File: src/design/wavelength_to_rgb_color_defines.svh
// Assertion macros shared by the design files.
`ifndef WAVELENGTH_TO_RGB_COLOR_DEFINES_SVH
`define WAVELENGTH_TO_RGB_COLOR_DEFINES_SVH

// The consequent must hold in the same cycle as the antecedent.
`define WTRC_ASSERT_NOW(lbl, clk, rst_n, ante, cons) \
	lbl: assert property (@(posedge clk) disable iff (!rst_n) (ante) |-> (cons)) \
		else $error("wtrc check failed");

// The consequent must hold in the cycle after the antecedent.
`define WTRC_ASSERT_NEXT(lbl, clk, rst_n, ante, cons) \
	lbl: assert property (@(posedge clk) disable iff (!rst_n) (ante) |=> (cons)) \
		else $error("wtrc check failed");

`endif

File: src/design/wtrc_pkg.sv
package wtrc_pkg;

	localparam logic [13:0] WL_MIN_Q4  = 14'd6080;
	localparam logic [13:0] WL_MAX_Q4  = 14'd12000;
	localparam logic [12:0] ONE_Q12    = 13'd4096;
	localparam logic [12:0] D_MAX      = 13'd5920;
	localparam logic [14:0] HS_MAX     = 15'd20480;

	// floor(d * 128 / 37) equals (d * HUE_RECIP) >> HUE_SHIFT for every d below 2^13.
	localparam logic [20:0] HUE_RECIP  = 21'd1813754;
	localparam int          HUE_SHIFT  = 19;
	localparam int          PROD_W     = 34;

	localparam logic [2:0] SECTOR_0 = 3'd0;
	localparam logic [2:0] SECTOR_1 = 3'd1;
	localparam logic [2:0] SECTOR_2 = 3'd2;
	localparam logic [2:0] SECTOR_3 = 3'd3;
	localparam logic [2:0] SECTOR_4 = 3'd4;
	localparam logic [2:0] SECTOR_5 = 3'd5;

	typedef struct packed {
		logic [14:0] hs;
		logic [12:0] chroma;
		logic [12:0] v;
	} wtrc_mid_t;

endpackage

File: src/design/wtrc_light_if.sv
interface wtrc_light_if;
	logic        valid;
	logic        ready;
	logic [13:0] wavelength_q4;
	logic [12:0] monochromaticity;
	logic [12:0] amplitude;

	modport source (output valid, output wavelength_q4, output monochromaticity,
		output amplitude, input ready);
	modport sink (input valid, input wavelength_q4, input monochromaticity,
		input amplitude, output ready);
endinterface

File: src/design/wtrc_color_if.sv
interface wtrc_color_if;
	logic        valid;
	logic        ready;
	logic [12:0] red;
	logic [12:0] green;
	logic [12:0] blue;

	modport source (output valid, output red, output green, output blue, input ready);
	modport sink (input valid, input red, input green, input blue, output ready);
endinterface

File: src/design/wtrc_front.sv
`include "wavelength_to_rgb_color_defines.svh"

module wtrc_front (
	input  logic               clk,
	input  logic               arst_n,
	wtrc_light_if.sink         light,
	output logic               mid_valid,
	input  logic               mid_ready,
	output wtrc_pkg::wtrc_mid_t mid
);

	logic                        valid_s1;
	logic [12:0]                 d_s1;
	logic [12:0]                 s_s1;
	logic [12:0]                 v_s1;
	logic                        valid_s2;
	logic [wtrc_pkg::PROD_W-1:0] prod_s2;
	logic [25:0]                 vs_s2;
	logic [12:0]                 v_s2;

	logic [13:0] wq_clamped;
	logic [12:0] s_clamped;
	logic [12:0] v_clamped;
	logic [13:0] d_wide;
	logic        en_s1;
	logic        en_s2;

	assign en_s2       = !valid_s2 || mid_ready;
	assign en_s1       = !valid_s1 || en_s2;
	assign light.ready = en_s1;

	always_comb begin
		if (light.wavelength_q4 < wtrc_pkg::WL_MIN_Q4) begin
			wq_clamped = wtrc_pkg::WL_MIN_Q4;
		end else if (light.wavelength_q4 > wtrc_pkg::WL_MAX_Q4) begin
			wq_clamped = wtrc_pkg::WL_MAX_Q4;
		end else begin
			wq_clamped = light.wavelength_q4;
		end
		s_clamped = (light.monochromaticity > wtrc_pkg::ONE_Q12) ?
			wtrc_pkg::ONE_Q12 : light.monochromaticity;
		v_clamped = (light.amplitude > wtrc_pkg::ONE_Q12) ?
			wtrc_pkg::ONE_Q12 : light.amplitude;
		d_wide = wtrc_pkg::WL_MAX_Q4 - wq_clamped;
	end

	always_ff @(posedge clk or negedge arst_n) begin
		if (!arst_n) begin
			valid_s1 <= 1'b0;
			valid_s2 <= 1'b0;
		end else begin
			if (en_s1) begin
				valid_s1 <= light.valid;
			end
			if (en_s2) begin
				valid_s2 <= valid_s1;
			end
		end
	end

	always_ff @(posedge clk) begin
		if (en_s1) begin
			d_s1 <= d_wide[12:0];
			s_s1 <= s_clamped;
			v_s1 <= v_clamped;
		end
		if (en_s2) begin
			prod_s2 <= wtrc_pkg::PROD_W'(d_s1) * wtrc_pkg::PROD_W'(wtrc_pkg::HUE_RECIP);
			vs_s2   <= 26'(v_s1) * 26'(s_s1);
			v_s2    <= v_s1;
		end
	end

	assign mid_valid  = valid_s2;
	assign mid.hs     = prod_s2[wtrc_pkg::PROD_W-1:wtrc_pkg::HUE_SHIFT];
	assign mid.chroma = vs_s2[24:12];
	assign mid.v      = v_s2;

	`WTRC_ASSERT_NOW(a_d_range, clk, arst_n, valid_s1, d_s1 <= wtrc_pkg::D_MAX)
	`WTRC_ASSERT_NOW(a_hs_range, clk, arst_n, valid_s2,
		(mid.hs <= wtrc_pkg::HS_MAX) && (mid.chroma <= mid.v))

endmodule

File: src/design/wtrc_back.sv
`include "wavelength_to_rgb_color_defines.svh"

module wtrc_back (
	input  logic               clk,
	input  logic               arst_n,
	input  logic               mid_valid,
	output logic               mid_ready,
	input  wtrc_pkg::wtrc_mid_t mid,
	wtrc_color_if.source       color
);

	logic        valid_s3;
	logic [2:0]  sector_s3;
	logic [12:0] c_s3;
	logic [12:0] x_s3;
	logic [12:0] m_s3;
	logic        valid_s4;
	logic [12:0] red_s4;
	logic [12:0] green_s4;
	logic [12:0] blue_s4;

	logic [12:0] f2;
	logic [12:0] t;
	logic [12:0] one_minus_t;
	logic [25:0] x_prod;
	logic [12:0] cm;
	logic [12:0] xm;
	logic [12:0] r_n;
	logic [12:0] g_n;
	logic [12:0] b_n;
	logic        en_s3;
	logic        en_s4;

	assign en_s4     = !valid_s4 || color.ready;
	assign en_s3     = !valid_s3 || en_s4;
	assign mid_ready = en_s3;

	always_comb begin
		f2          = mid.hs[12:0];
		t           = (f2 >= wtrc_pkg::ONE_Q12) ? (f2 - wtrc_pkg::ONE_Q12) :
			(wtrc_pkg::ONE_Q12 - f2);
		one_minus_t = wtrc_pkg::ONE_Q12 - t;
		x_prod      = 26'(mid.chroma) * 26'(one_minus_t);
	end

	always_comb begin
		cm = c_s3 + m_s3;
		xm = x_s3 + m_s3;
		case (sector_s3)
			wtrc_pkg::SECTOR_0: begin
				r_n = cm;   g_n = xm;   b_n = m_s3;
			end
			wtrc_pkg::SECTOR_1: begin
				r_n = xm;   g_n = cm;   b_n = m_s3;
			end
			wtrc_pkg::SECTOR_2: begin
				r_n = m_s3; g_n = cm;   b_n = xm;
			end
			wtrc_pkg::SECTOR_3: begin
				r_n = m_s3; g_n = xm;   b_n = cm;
			end
			wtrc_pkg::SECTOR_4: begin
				r_n = xm;   g_n = m_s3; b_n = cm;
			end
			wtrc_pkg::SECTOR_5: begin
				r_n = cm;   g_n = m_s3; b_n = xm;
			end
			default: begin
				r_n = m_s3; g_n = m_s3; b_n = m_s3;
			end
		endcase
	end

	always_ff @(posedge clk or negedge arst_n) begin
		if (!arst_n) begin
			valid_s3 <= 1'b0;
			valid_s4 <= 1'b0;
		end else begin
			if (en_s3) begin
				valid_s3 <= mid_valid;
			end
			if (en_s4) begin
				valid_s4 <= valid_s3;
			end
		end
	end

	always_ff @(posedge clk) begin
		if (en_s3) begin
			sector_s3 <= mid.hs[14:12];
			c_s3      <= mid.chroma;
			x_s3      <= x_prod[24:12];
			m_s3      <= mid.v - mid.chroma;
		end
		if (en_s4) begin
			red_s4   <= r_n;
			green_s4 <= g_n;
			blue_s4  <= b_n;
		end
	end

	assign color.valid = valid_s4;
	assign color.red   = red_s4;
	assign color.green = green_s4;
	assign color.blue  = blue_s4;

	`WTRC_ASSERT_NOW(a_x_le_c, clk, arst_n, valid_s3,
		(x_s3 <= c_s3) && (sector_s3 <= wtrc_pkg::SECTOR_5))
	`WTRC_ASSERT_NOW(a_out_range, clk, arst_n, valid_s4,
		(red_s4 <= wtrc_pkg::ONE_Q12) && (green_s4 <= wtrc_pkg::ONE_Q12) &&
		(blue_s4 <= wtrc_pkg::ONE_Q12))
	`WTRC_ASSERT_NEXT(a_s3_hold, clk, arst_n, valid_s3 && !en_s4,
		valid_s3 && $stable(x_s3) && $stable(m_s3))

endmodule

File: src/design/wavelength_to_rgb_color.sv
// Channel   Role    Fields
// light     sink    wavelength_q4[13:0], monochromaticity[12:0], amplitude[12:0]
// color     source  red[12:0], green[12:0], blue[12:0]
//
// Each item passes four register stages, and one item can enter every cycle while the
// color side is not stalling; the four stages are clamp, two multiplies, the tent
// multiply for the secondary component, and the sector mix into the output register.
// Reset clears only the stage valid bits.
// A stall on the color side holds each full stage whose next stage is held; an empty
// stage still takes the item behind it.

module wavelength_to_rgb_color (
	input  logic         clk,
	input  logic         arst_n,
	wtrc_light_if.sink   light,
	wtrc_color_if.source color
);

	logic                mid_valid;
	logic                mid_ready;
	wtrc_pkg::wtrc_mid_t mid;

	wtrc_front u_front (
		.clk       (clk),
		.arst_n    (arst_n),
		.light     (light),
		.mid_valid (mid_valid),
		.mid_ready (mid_ready),
		.mid       (mid)
	);

	wtrc_back u_back (
		.clk       (clk),
		.arst_n    (arst_n),
		.mid_valid (mid_valid),
		.mid_ready (mid_ready),
		.mid       (mid),
		.color     (color)
	);

endmodule

File: src/flat_wrapper.sv
// flat-port wrapper written by rule: the top's interface ports become plain ports
module wavelength_to_rgb_color_flat 
  (clk, arst_n, light_valid, light_wavelength_q4, light_monochromaticity, light_amplitude, light_ready, color_valid, color_red, color_green, color_blue, color_ready);
  wtrc_light_if light_i ();
  wtrc_color_if color_i ();
  input  logic clk;
  input  logic arst_n;
  input wire logic [$bits(light_i.valid)-1:0] light_valid;
  input wire logic [$bits(light_i.wavelength_q4)-1:0] light_wavelength_q4;
  input wire logic [$bits(light_i.monochromaticity)-1:0] light_monochromaticity;
  input wire logic [$bits(light_i.amplitude)-1:0] light_amplitude;
  output wire logic [$bits(light_i.ready)-1:0] light_ready;
  output wire logic [$bits(color_i.valid)-1:0] color_valid;
  output wire logic [$bits(color_i.red)-1:0] color_red;
  output wire logic [$bits(color_i.green)-1:0] color_green;
  output wire logic [$bits(color_i.blue)-1:0] color_blue;
  input wire logic [$bits(color_i.ready)-1:0] color_ready;
  assign light_i.valid = light_valid;
  assign light_i.wavelength_q4 = light_wavelength_q4;
  assign light_i.monochromaticity = light_monochromaticity;
  assign light_i.amplitude = light_amplitude;
  assign light_ready = light_i.ready;
  assign color_valid = color_i.valid;
  assign color_red = color_i.red;
  assign color_green = color_i.green;
  assign color_blue = color_i.blue;
  assign color_i.ready = color_ready;
  wavelength_to_rgb_color u_core (.clk(clk), .arst_n(arst_n), .light(light_i), .color(color_i));
endmodule
File: config.mk
export PLATFORM = sky130hd
export DESIGN_NAME = wavelength_to_rgb_color_flat
export DESIGN_NICKNAME = d
export VERILOG_FILES = /design/src/design/wtrc_pkg.sv /design/src/design/wtrc_light_if.sv /design/src/design/wtrc_color_if.sv /design/src/design/wtrc_front.sv /design/src/design/wtrc_back.sv /design/src/design/wavelength_to_rgb_color.sv /design/src/flat_wrapper.sv
export VERILOG_INCLUDE_DIRS = /design/src /design/src/design
export SDC_FILE = /design/constraint.sdc
export NUM_CORES = 1
export LEC_CHECK = 0
export BUFFER_PORTS_ARGS = -buffer_cell sky130_fd_sc_hd__buf_2
export CELL_PAD_IN_SITES_DETAIL_PLACEMENT = 1
export CELL_PAD_IN_SITES_GLOBAL_PLACEMENT = 1
export CORE_UTILIZATION = 55
export CTS_CLUSTER_DIAMETER = 150
export DETAILED_ROUTE_END_ITERATION = 8
export GPL_ROUTABILITY_DRIVEN = 0
export HOLD_SLACK_MARGIN = 0.05
export PLACE_DENSITY_LB_ADDON = 0.08
export SYNTH_ARGS = -nofsm -noshare
export SYNTH_HDL_FRONTEND = slang
export SYNTH_HIERARCHICAL = 1
export SYNTH_SLANG_ARGS = --single-unit
export TNS_END_PERCENT = 1
File: constraint.sdc
create_clock -name clk -period 10.7 [get_ports clk]
set_input_delay 1.07 -clock clk [delete_from_list [all_inputs] [get_ports clk]]
set_output_delay 1.07 -clock clk [all_outputs]
set_load 0.005 [all_outputs]
==> flow_summary.toml <==
[setup_path]
timing.rr.end = "u_core/u_back/x_s3[12]$_DFFE_PP_"
required_ns = 10.91
r2r_start = "u_core/u_front/prod_s2[19]$_DFFE_PP_"
arrival_ns = 8.95
critPathMaxFanout = 13
crit_path_end_kind = "register"
r2r_cells = 26
ff2ff_setup_slack_ns = 1.96
path_class = "reg2reg"
startpoint_type = "register"

[route]
avgViaCountPerCell = 5.589
drc = 0
avgRoutedWirePerCell_microns = 20.49
m1WireLength_microns = 26550
vias = 16870
drt-pass1-iter-count = 6
ant_nets = 0
route.top_layer_used = "met4"
drtIter0Drc = 860
wirelength_microns = 61860
wl_met2_microns = 32150
wl_met3_microns = 1971

[global_route]
globalRoute.totalOverflow = 0
grt_antenna_before_repair = 0
grt.total_usage_pct = 29.76
grt_pass1_wl_microns = 101500
grt_start_max_net_pins = 46
grt_pass1_vias = 19420

[floorplan]
rows = 75
dieArea_sq_um = 43960
ios = 85
coreArea_sq_um = 42230
die_width_microns = 209.7
start_util_pct = 56.17
die_h_microns = 209.7

[cells_and_area]
ff_latch_area_sq_um = 4935
multi_input_area_sq_um = 16500
drive_gt1_share_pct = 6.653
n_antenna_cell = 0
fin_nets = 3121
post-route-util_pct = 59.60
final_common_cell = "inv_1"
fillCellCount = 4761
final_cell_mix = "inv_1, fa_1, ha_1, nand2_1, edfxtp_1"
syn2layout_area_growth_pct = 6.103
final_cells = 3019

[flow_run]
cap_violations = 0

[cts]
clockRootBuffer = "clkbuf_16"
post_cts_resized = 0
h-tree-depth = 4
cts_hold_buf = 0
clock-sinks = 165
post_cts_buffers = 0
cts_tree = "done"
clock_latency_ns = 0.46
cts_buffers = 17
cts.path.max_buffers = 2
path_clk_slew_ns = 0.08

[yosys]
synth-seq-cells = 165
seq_area_frac_synth_pct = 20.80
synth-async-reset-ratio_pct = 2.424
synthAdderAreaFrac_pct = 43.23
ys_warn_count = 6
synth_edf_count = 161
syn_area_per_cell_sq_um = 9.741
ys_dominant_reg_cell = "edfxtp_1"
synth_area_sq_um = 23720
synth_cells = 2435
ys_types = 83
synth_mux_area_share_pct = 0.6805
synth_compound_area_share_pct = 8.160
synth_top_family_by_area = "adder cells"
yosys.area_share.simple_pct = 12.99
synthesis.nets = 3089
synth_xor_xnor_area_share_pct = 4.468

[placed_design]
place_hpwl_microns = 50260
port_buffers = 84
placed_cells = 2987
dp_slack_ns = 1.925

[sta]
hold_viol_final = 0
rsz0062_at_grt = "no"
clock_skew_ns = 0.01517
setup_ws_ns = 1.956
slew_viol_final = 0
period_needed_ns = 8.744
worst_pin_slew_ns = 1.113
max_freq_mhz = 114.4
relSlewSlack_pct = 25.26
tns_ns = 0
fin_crit_sh_pct = 81.72
setup_viol = 0

[status]
outcome = "complete, no violations"

[min_path]
hold_path.class = "in2async"
flip-flops by register name (all words and copies together) (netlist names):
name                       count
u_core/u_back/sector_s3        3
u_core/u_front/prod_s2        15
u_core/u_front/v_s2           13
u_core/u_back/c_s3            13
u_core/u_back/m_s3            13
u_core/u_back/color.valid      1
u_core/u_front/v_s1           13
u_core/u_back/color.blue      13
u_core/u_back/x_s3            13
u_core/u_front/vs_s2          13
u_core/u_back/color.red       13
u_core/u_back/valid_s3         1
u_core/u_front/d_s1           13
u_core/u_front/valid_s1        1
u_core/u_front/mid_valid       1
u_core/u_back/color.green     13
u_core/u_front/s_s1           13
layer usage:
layer | track usage, % | vias up
met1 | 37.32 | 8671
met5 | 0 | -
li1 | - | 7802
met4 | 8.004 | 0
met2 | 54.34 | 318
met3 | 3.292 | 83
metrics by stage:
| step | hold slack [ns] | area, sq um |
|---|---|---|
| after global placement | 0.4437 | 24570 |
| after global routing | 0.3906 | 25170 |
| final | 0.4039 | 25170 |
| after floorplan | 0.4003 | 23720 |
| after detailed placement | 0.4815 | 24570 |
| after CTS | 0.3851 | 25170 |
cell usage after synthesis, types with 3 or more instances:
library cell / n / share of area, %
inv_1: 522 / 8.3
fa_1: 348 / 29
ha_1: 262 / 14
nand2_1: 259 / 4.1
edfxtp_1: 161 / 20
and2_1: 126 / 3.3
a21oi_1: 82 / 1.7
nor2_1: 82 / 1.3
clkbuf_1: 74 / 1.2
xnor2_1: 66 / 2.4
o21ai_0: 53 / 1.1
xor2_1: 50 / 1.8
nor2b_1: 37 / 0.98
nor3_1: 27 / 0.57
a21o_1: 25 / 0.79
nand3_1: 20 / 0.42
mux2i_1: 15 / 0.63
o221ai_1: 13 / 0.48
o22ai_1: 13 / 0.34
and3_1: 12 / 0.32
a211oi_1: 11 / 0.35
nand2b_1: 11 / 0.29
o21a_1: 11 / 0.35
o21ai_1: 11 / 0.23
a31oi_1: 8 / 0.21
or3_1: 8 / 0.21
a22oi_1: 7 / 0.22
a21oi_2: 6 / 0.22
nand4_1: 6 / 0.16
o21bai_1: 6 / 0.19
or2_2: 6 / 0.16
a41oi_1: 5 / 0.18
and4_1: 5 / 0.18
o211ai_1: 5 / 0.16
and2_4: 4 / 0.15
dfrtp_1: 4 / 0.42
nand3b_1: 4 / 0.13
a211o_1: 3 / 0.11
buf_2: 3 / 0.063
o22a_1: 3 / 0.11
o31ai_1: 3 / 0.095
how the worst max path moves through the flow:
stage | startpoint | to
after floorplan | u_core/u_front/prod_s2[19]$_DFFE_PP_ | u_core/u_back/x_s3[12]$_DFFE_PP_
after detailed placement | u_core/u_front/prod_s2[19]$_DFFE_PP_ | u_core/u_back/x_s3[12]$_DFFE_PP_
after CTS | u_core/u_front/prod_s2[19]$_DFFE_PP_ | u_core/u_back/x_s3[12]$_DFFE_PP_
after global routing | u_core/u_front/prod_s2[19]$_DFFE_PP_ | u_core/u_back/x_s3[12]$_DFFE_PP_
final | u_core/u_front/prod_s2[19]$_DFFE_PP_ | u_core/u_back/x_s3[12]$_DFFE_PP_
after global placement | u_core/u_front/prod_s2[19]$_DFFE_PP_ | u_core/u_back/x_s3[12]$_DFFE_PP_
critical path, cell delays in order (launching register included):
cell and delay (ns):
edfxtp_1 0.50, inv_1 0.32, ha_1 0.30, nor3b_1 0.29, nor3_1 0.14, nor4b_4 0.37
a21oi_1 0.13, o22ai_1 0.21, xor2_1 0.87, nand2_1 0.24, fa_1 0.56, fa_1 0.41
inv_1 0.09, fa_1 0.41, fa_1 0.49, inv_1 0.05, fa_1 0.53, inv_1 0.04
ha_1 0.31, a2111oi_0 0.43, o21ai_0 0.18, o221ai_1 0.42, a31oi_1 0.27, o41ai_1 0.42
o311ai_1 0.22, a21oi_1 0.21, xnor2_1 0.08
logic make-up after synthesis:
| family | count (synthesis) |
|---|---|
| AND/OR/NAND/NOR | 624 |
| adder cells (fa/ha/maj) | 611 |
| buffers and inverters | 605 |
| AO/OA/AOI/OAI | 296 |
| flip-flops | 165 |
| XOR/XNOR | 118 |
| multiplexers | 16 |
area by class of cell:
cell class,instances,share of cell area [%]
clock buffers,18,1.745
clock inverters,14,0.6214
inverters,523,7.800
multi-input cells,1665,65.55
flip-flops and latches,165,19.61
well taps,539,2.680
repair buffers,95,1.999
Power is left out: the tool's default activity adds up to more than one toggle a clock period on the data nets, which glitch-free logic cannot reach.
